==> src/sv/swq_pkg.sv <==
// ----------------------------------------------------------------------------
// swq_pkg - shared types and codes for the sorted wakeup queue
// status codes, field widths and the insert command sent along the cell row
// ----------------------------------------------------------------------------
`default_nettype none

package swq_pkg;

  localparam int STATUS_W = 3;
  localparam int ENTRY_W  = 5;
  localparam int POS_W    = 5;
  localparam int LEN_W    = 6;
  localparam int HEAD_T_W = 16;
  localparam int MASK_W   = 32;

  localparam logic [STATUS_W-1:0] ST_OK          = 3'd0;
  localparam logic [STATUS_W-1:0] ST_NOT_ENABLED = 3'd1;
  localparam logic [STATUS_W-1:0] ST_BAD_NUMBER  = 3'd2;
  localparam logic [STATUS_W-1:0] ST_UNUSED      = 3'd3;
  localparam logic [STATUS_W-1:0] ST_SLEEPING    = 3'd4;

  localparam logic REG_ENABLED = 1'b0;
  localparam logic REG_IN_USE  = 1'b1;

  // insert command broadcast to every cell
  typedef struct packed {
    logic               en;
    logic [ENTRY_W-1:0] entry;
  } swq_ins_t;

endpackage

`default_nettype wire

==> src/sv/sorted_wakeup_queue_insert.sv <==
// ----------------------------------------------------------------------------
// sorted_wakeup_queue_insert - sleep request checker and sorted queue insert
// a request goes through the check state, the insert state when inserted, and the
//   report state, which loads the result; one request in the sequencer at a time,
//   so the next is taken only after that result is loaded, past any output stall
// the queue is a row of cells that all compare and shift together in the insert state
// rst (synchronous) clears config, sleeping marks, cell valid bits and count
// ----------------------------------------------------------------------------
`default_nettype none

module sorted_wakeup_queue_insert
  import swq_pkg::*;
#(
  parameter int ENTRIES     = 32,
  parameter int BASE_NUMBER = 32,
  parameter int TIME_BITS   = 16
) (
  input  wire logic        clk,
  input  wire logic        rst,
  // configuration writes
  input  wire logic        cfg_we,
  input  wire logic        cfg_index,
  input  wire logic [31:0] cfg_data,
  // request stream
  input  wire logic        s_tvalid,
  output logic             s_tready,
  input  wire logic [39:0] s_tdata,  // entry_number[7:0], delay_ticks[23:8], now_ticks[39:24]
  // result stream
  output logic             m_tvalid,
  input  wire logic        m_tready,
  output logic [39:0]      m_tdata   // status[2:0], insert_position[7:3], head_entry[12:8],
                                     // head_wake_time[28:13], queue_length[34:29], zero pad
);

  localparam int IDX_W = $clog2(ENTRIES);
  localparam int CNT_W = $clog2(ENTRIES + 1);

  // sequencer states
  localparam logic [1:0] S_IDLE   = 2'd0;
  localparam logic [1:0] S_CHECK  = 2'd1;
  localparam logic [1:0] S_INSERT = 2'd2;
  localparam logic [1:0] S_REPORT = 2'd3;

  logic [1:0]           state;

  // configuration registers
  logic                 enabled;
  logic [MASK_W-1:0]    in_use_mask;

  // captured request
  logic [7:0]           req_num;
  logic [15:0]          req_delay;
  logic [15:0]          req_now;

  // check results
  logic [STATUS_W-1:0]  status;
  logic [IDX_W-1:0]     idx;
  logic [TIME_BITS-1:0] wake_time;
  logic [POS_W-1:0]     position;

  logic [ENTRIES-1:0]   sleeping;
  logic [CNT_W-1:0]     count;

  // output register
  logic [39:0]          out_data;
  logic                 out_valid;

  // ---- request checks, evaluated in the check state ----
  logic [8:0]           diff;
  logic                 below_base;
  logic                 out_of_range;
  logic                 unused;
  logic [STATUS_W-1:0]  chk_status;

  assign diff         = {1'b0, req_num} - 9'(BASE_NUMBER);
  assign below_base   = {1'b0, req_num} < 9'(BASE_NUMBER);
  assign out_of_range = below_base || (diff >= 9'(ENTRIES));
  // entries past the mask width have no in-use bit
  assign unused       = (diff >= 9'(MASK_W)) || !in_use_mask[diff[4:0]];

  always_comb begin
    if (!enabled) begin
      chk_status = ST_NOT_ENABLED;
    end else if (out_of_range) begin
      chk_status = ST_BAD_NUMBER;
    end else if (unused) begin
      chk_status = ST_UNUSED;
    end else if (sleeping[diff[IDX_W-1:0]]) begin
      chk_status = ST_SLEEPING;
    end else begin
      chk_status = ST_OK;
    end
  end

  // ---- cell row ----
  swq_ins_t             ins;
  logic [ENTRIES-1:0]   cell_later;
  logic [ENTRIES-1:0]   cell_valid;
  logic [ENTRY_W-1:0]   cell_entry [ENTRIES];
  logic [TIME_BITS-1:0] cell_wake  [ENTRIES];
  logic [ENTRIES-1:0]   take;
  logic [POS_W-1:0]     take_pos;

  assign ins.en    = (state == S_INSERT);
  assign ins.entry = ENTRY_W'(idx);

  for (genvar i = 0; i < ENTRIES; i++) begin : g_cell
    if (i == 0) begin : g_head
      swq_cell #(.TIME_BITS(TIME_BITS)) u_cell (
        .clk        (clk),
        .rst        (rst),
        .ins        (ins),
        .ins_wake   (wake_time),
        .left_later (1'b0),
        .left_valid (1'b0),
        .left_entry ('0),
        .left_wake  ('0),
        .later      (cell_later[i]),
        .valid      (cell_valid[i]),
        .entry      (cell_entry[i]),
        .wake       (cell_wake[i])
      );
      assign take[i] = cell_later[i];
    end else begin : g_body
      swq_cell #(.TIME_BITS(TIME_BITS)) u_cell (
        .clk        (clk),
        .rst        (rst),
        .ins        (ins),
        .ins_wake   (wake_time),
        .left_later (cell_later[i-1]),
        .left_valid (cell_valid[i-1]),
        .left_entry (cell_entry[i-1]),
        .left_wake  (cell_wake[i-1]),
        .later      (cell_later[i]),
        .valid      (cell_valid[i]),
        .entry      (cell_entry[i]),
        .wake       (cell_wake[i])
      );
      // row is sorted with valid cells first, so the later flags form a
      // suffix and exactly one cell sees the boundary
      assign take[i] = cell_later[i] && !cell_later[i-1];
    end
  end

  // one-hot slot to position
  always_comb begin
    take_pos = '0;
    for (int i = 0; i < ENTRIES; i++) begin
      if (take[i]) begin
        take_pos = take_pos | POS_W'(i);
      end
    end
  end

  // ---- sequencer ----
  always_ff @(posedge clk) begin
    if (rst) begin
      state       <= S_IDLE;
      enabled     <= 1'b0;
      in_use_mask <= '0;
      sleeping    <= '0;
      count       <= '0;
      out_valid   <= 1'b0;
    end else begin
      if (cfg_we) begin
        case (cfg_index)
          REG_ENABLED: enabled     <= cfg_data[0];
          REG_IN_USE:  in_use_mask <= cfg_data;
          default:     ;
        endcase
      end

      // the report state reloads the output register itself
      if (out_valid && m_tready && state != S_REPORT) begin
        out_valid <= 1'b0;
      end

      case (state)
        S_IDLE: begin
          if (s_tvalid) begin
            state <= S_CHECK;
          end
        end
        S_CHECK: begin
          if (chk_status == ST_OK) begin
            sleeping[diff[IDX_W-1:0]] <= 1'b1;
          end
          // full queue cannot occur, but the insert is dropped if it does
          if (chk_status == ST_OK && count != CNT_W'(ENTRIES)) begin
            state <= S_INSERT;
          end else begin
            state <= S_REPORT;
          end
        end
        S_INSERT: begin
          count <= count + 1'b1;
          state <= S_REPORT;
        end
        S_REPORT: begin
          if (!out_valid || m_tready) begin
            out_valid <= 1'b1;
            state     <= S_IDLE;
          end
        end
        default: state <= S_IDLE;
      endcase
    end
  end

  // payload registers
  always_ff @(posedge clk) begin
    if (state == S_IDLE && s_tvalid) begin
      req_num   <= s_tdata[7:0];
      req_delay <= s_tdata[23:8];
      req_now   <= s_tdata[39:24];
    end
    if (state == S_CHECK) begin
      status    <= chk_status;
      idx       <= diff[IDX_W-1:0];
      wake_time <= TIME_BITS'(req_delay) + TIME_BITS'(req_now);
      position  <= '0;
    end
    if (state == S_INSERT) begin
      position <= take_pos;
    end
    if (state == S_REPORT && (!out_valid || m_tready)) begin
      out_data <= {5'd0,
                   LEN_W'(count),
                   cell_valid[0] ? HEAD_T_W'(cell_wake[0]) : HEAD_T_W'(0),
                   cell_valid[0] ? cell_entry[0] : ENTRY_W'(0),
                   position,
                   status};
    end
  end

  assign s_tready = (state == S_IDLE);
  assign m_tvalid = out_valid;
  assign m_tdata  = out_data;

endmodule

`default_nettype wire

==> src/sv/swq_cell.sv <==
// ----------------------------------------------------------------------------
// swq_cell - one slot of the sorted wakeup queue
// holds an entry and its wake time; on insert it keeps, shifts in its left
// neighbor, or takes the new entry
// ----------------------------------------------------------------------------
`default_nettype none

module swq_cell
  import swq_pkg::*;
#(
  parameter int TIME_BITS = 16
) (
  input  wire logic                 clk,
  input  wire logic                 rst,
  input  wire swq_ins_t             ins,
  input  wire logic [TIME_BITS-1:0] ins_wake,
  input  wire logic                 left_later,
  input  wire logic                 left_valid,
  input  wire logic [ENTRY_W-1:0]   left_entry,
  input  wire logic [TIME_BITS-1:0] left_wake,
  output logic                      later,
  output logic                      valid,
  output logic [ENTRY_W-1:0]        entry,
  output logic [TIME_BITS-1:0]      wake
);

  // new item goes before this slot: slot empty or strictly later
  assign later = !valid || (wake > ins_wake);

  always_ff @(posedge clk) begin
    if (rst) begin
      valid <= 1'b0;
    end else if (ins.en && later) begin
      if (left_later) begin
        valid <= left_valid;
        entry <= left_entry;
        wake  <= left_wake;
      end else begin
        valid <= 1'b1;
        entry <= ins.entry;
        wake  <= ins_wake;
      end
    end
  end

endmodule

`default_nettype wire
==> config.mk <==
export PLATFORM = sky130hd
export DESIGN_NAME = sorted_wakeup_queue_insert
export DESIGN_NICKNAME = d
export VERILOG_FILES = /design/src/sv/swq_pkg.sv /design/src/sv/sorted_wakeup_queue_insert.sv /design/src/sv/swq_cell.sv
export SDC_FILE = /design/constraint.sdc
export NUM_CORES = 2
export LEC_CHECK = 0
export BUFFER_PORTS_ARGS = -buffer_cell sky130_fd_sc_hd__buf_2
export CORE_MARGIN = 1
export CORE_UTILIZATION = 35
export CTS_CLUSTER_DIAMETER = 50
export DETAILED_ROUTE_END_ITERATION = 8
export PLACE_DENSITY = 0.47
export SLEW_MARGIN = 20
export SYNTH_ARGS = -nofsm -noshare
export SYNTH_HDL_FRONTEND = slang
export SYNTH_SLANG_ARGS = --single-unit
==> constraint.sdc <==
create_clock -name clk -period 7.6 [get_ports clk]
set_input_delay 1.9 -clock clk [delete_from_list [all_inputs] [get_ports clk]]
set_output_delay 1.9 -clock clk [all_outputs]
set_load 0.005 [all_outputs]
==> metrics.md <==
| Metric | Value |
|---|---|
| Run status | `completed` |
| Worst R2R Start | `wake_time[9]$_DFFE_PP_` |
| Kind of critical path | `flip-flop to flip-flop` |
| Sequential share of power | `33.7%` |
| Clock buffer count from CTS | `about 110` |
| Max-cap violation count | `0` |
| Min Clock Period, post-route | `between 4 and 5 ns` |
| # Post-CTS Setup Buffers | `0` |
| Fraction of power consumed by the clock network | `about a third` |
| Area of the core | `~120000 sq um` |
| Die Width | `~350 um` |
| Die Span Y | `346.8 um` |
| Post-detail-place hpwl | `about 85 mm` |
| Most used flip-flop cell after synthesis | `edfxtp_1` |
| Arrival time of data at the critical path endpoint | `roughly 5.1 ns` |
| Unrepaired setup endpoints after global routing | `no` |
| Int Power | `10.03 mW` |
| Cell at the root of the clock tree | `clkbuf_16` |
| Maximum clock skew at final layout | `0.04145 ns` |
| Number of port buffers | `114` |
| Mapped Area | `41600 sq um` |
| Clock sink count | `between 700 and 800` |
| All-Layer GR Usage | `20.66%` |
| First-pass GRT wire length | `~190 mm` |
| Final GP Congestion | `approximately 0.84` |
| Standby leakage power | `~19 nW` |
| Final TNS setup | `0 ns` |
| Drt pass-1 iters | `5` |
| Worst slew margin | `28.89%` |
| Data required time at the worst endpoint | `between 8 and 9 ns` |
| Worst hold path class | `flip-flop to flip-flop` |
| Power dissipated by switching net loads | `around 5.7 mW` |
| Quantity of hold-fixing buffers added after cts | `0` |
| Final period util | `60.67%` |
| Highest-count cells in the layout ignoring fill and taps | `edfxtp_1, ha_1, nand2_1` |
| Number of I/O pins | `120` |
| Crit-path max FO | `28` |
| Final design area excluding fillers | `approximately 48000 sq um` |
| Setup crit start | `wake_time[9]$_DFFE_PP_` |
| Share of total power consumed by net switching | `a little over a third` |
| Rows | `~130` |
| Net count, final | `about 4300` |
| 1st-iter DRT viols | `~2000` |
| Synth Warn # | `0` |
| Final Max Tran Viols | `0` |
| Actual transition at the worst max-transition pin | `~1.1 ns` |
| Count of final setup violators | `0` |
| Post-placement cell area | `~44000 sq um` |
| Max Root-Sink Buffers | `3` |
| Total of cells resized after clock tree synthesis | `0` |
| Count of H-tree levels built during CTS | `3` |
| Seq cells post-synth | `between 700 and 800` |
| Distinct cell type count after synthesis | `77` |
| Starting density of the core | `about a third` |
| Critical path launch point type | `flip-flop` |
| ANT nets after route | `0` |
| EDFF count, synth | `621` |
| Power Dens Cells | `about 330 nW/um^2` |
| Share of synthesized area occupied by flip-flops and latches | `between 40% and 50%` |
| Share of flip-flops with an asynchronous set or reset | `0%` |
| Clock slew at the register clock pins of the worst setup and hold paths | `~0.06 ns` |
| Clock Latency Late Sink | `about 0.70 ns` |
| Routed Wire Length | `~120 mm` |
| Vias in the first global route | `a little under 30000` |
| Start point of the worst hold path | `status[2]$_DFFE_PP_` |
| Fraction of final layout cells with drive strength greater than 1 | `20.75%` |
| Leading cell type in the layout, fill and taps excluded | `edfxtp_1` |
| Average wire per cell in the routed design | `about 23 um` |
| Pin count of the biggest net entering global routing | `63` |
| Max VDD drop | `between 150 and 200 uV` |
| Total gr overflow | `0` |
| Combinational group share of total power | `31.9%` |
| Die footprint | `between 100000 and 150000 sq um` |
| Sort of element at the end of the critical path | `flip-flop` |
| Peak Freq | `216.9 MHz` |
| DRC violations left | `0` |
| Per-instance average area after synthesis | `between 10 and 15 sq um` |
| Antenna violations before repair | `6` |
| Area growth from synthesis to final layout | `16.25%` |
| Via/cell ratio | `5.363` |
| Via count | `approximately 29000` |
| Clock tree from TritonCTS | `done` |
| Post-Syn Instances | `between 3000 and 4000` |
| Count of endpoints failing hold in the final timing report | `0` |
[cell usage after synthesis (26+ instances only)]
cell type	n	area (sq um)
a211oi_1	39	292.8
a21o_1	36	270.3
a21oi_1	217	1086
and2_1	41	256.5
clkbuf_1	146	548.0
dfxtp_1	106	2122
edfxtp_1	621	18650
ha_1	536	6706
inv_1	115	431.7
mux2_2	297	3344
nand2_1	372	1396
nand2b_1	46	287.8
nand3_1	36	180.2
nand4_1	103	644.4
nor2_1	180	675.7
nor2b_1	36	225.2
nor3_1	26	130.1
o21ai_0	286	1431
[kinds of logic after synthesis]
kind of cell	after synthesis	share of synthesized area (%)
and+or+nand+nor	902	10.29
xor gates and xnor gates	17	0.3579
adders and majority gates	537	16.17
AOI/OAI and AO/OA	767	11.10
other	1	0.009013
buffers and inverters	277	2.559
DFF	727	49.92
muxes	339	9.590
[power by group through the flow]
stage               Combinational, mW  Sequential (mW)  Clock (mW)
global route                     5.64             5.34        5.68
CTS                              5.07             5.30        5.52
detailed placement               5.03             5.38           0
finish                           5.01             5.30        5.42
global placement                 4.99             5.39           0
floorplan                        3.08             5.21           0
[through the flow]
step | power, mW | hold slack (ns) | cells | setup slack, ns | utilization, %
detailed placement | 10.41 | 0.4054 | 5156 | 2.983 | 37.65
finish | 15.73 | 0.4172 | 5369 | 2.989 | 41.01
global route | 16.66 | 0.4277 | 5367 | 2.710 | 41.01
global placement | 10.38 | 0.4033 | 5156 | 3.016 | 37.65
floorplan | 8.286 | 0.4003 | 3571 | 3.297 | -
CTS | 15.89 | 0.4194 | 5367 | 2.956 | 41.00
[sequential cells by signal, summed over array words and instances, names as in the netlist]
| name | flops |
|---|---|
| count | 6 |
| enabled | 1 |
| g_cell.g_body.u_cell.valid | 31 |
| g_cell.g_body.u_cell.wake | 496 |
| g_cell.g_head.u_cell.entry | 5 |
| g_cell.g_head.u_cell.valid | 1 |
| g_cell.g_head.u_cell.wake | 16 |
| idx | 5 |
| in_use_mask | 32 |
| m_tdata | 35 |
| m_tvalid | 1 |
| position | 5 |
| req_delay | 16 |
| req_now | 16 |
| req_num | 8 |
| sleeping | 32 |
| state | 2 |
| status | 3 |
| wake_time | 16 |
[worst max-delay path, cell delays in order, from the launching register on]
cell	delay [ns]
edfxtp_1	1.02
inv_2	0.06
buf_4	0.31
ha_1	0.36
nand4_1	0.14
nor3_1	0.33
o211ai_1	0.18
a32oi_2	0.84
nor2_1	0.18
or4_1	0.51
o41a_1	0.42
[routing by layer]
metal / part of all wire [%] / track usage, % / wire, um
met5: 0 / 0 / 0
met4: 2.4 / 5.969 / 2931
met3: 4.9 / 2.979 / 6140
met2: 48 / 34.81 / 59420
met1: 45 / 27.44 / 55870
[worst paths after layout]
kind	endpoint	slack [ns]	depth (start not counted)
setup / recovery	position[0]$_SDFFCE_PN0P_	2.99	10
hold / removal	m_tdata[2]$_DFFE_PP_	0.42	0
setup reg to reg	position[0]$_SDFFCE_PN0P_	2.99	10
hold reg to reg	m_tdata[2]$_DFFE_PP_	0.42	0
[final cells by class]
class	instances	area [sq um]
fillers	11300	69560
flip-flops and latches	727	20770
multi-input cells	2567	19970
clock buffers	129	2970
well taps	1536	1922
repair buffers	211	1314
clock inverters	82	980.9
inverters	115	431.7
diodes	2	5.005
Note: power is estimated with default switching activity, not from simulation.
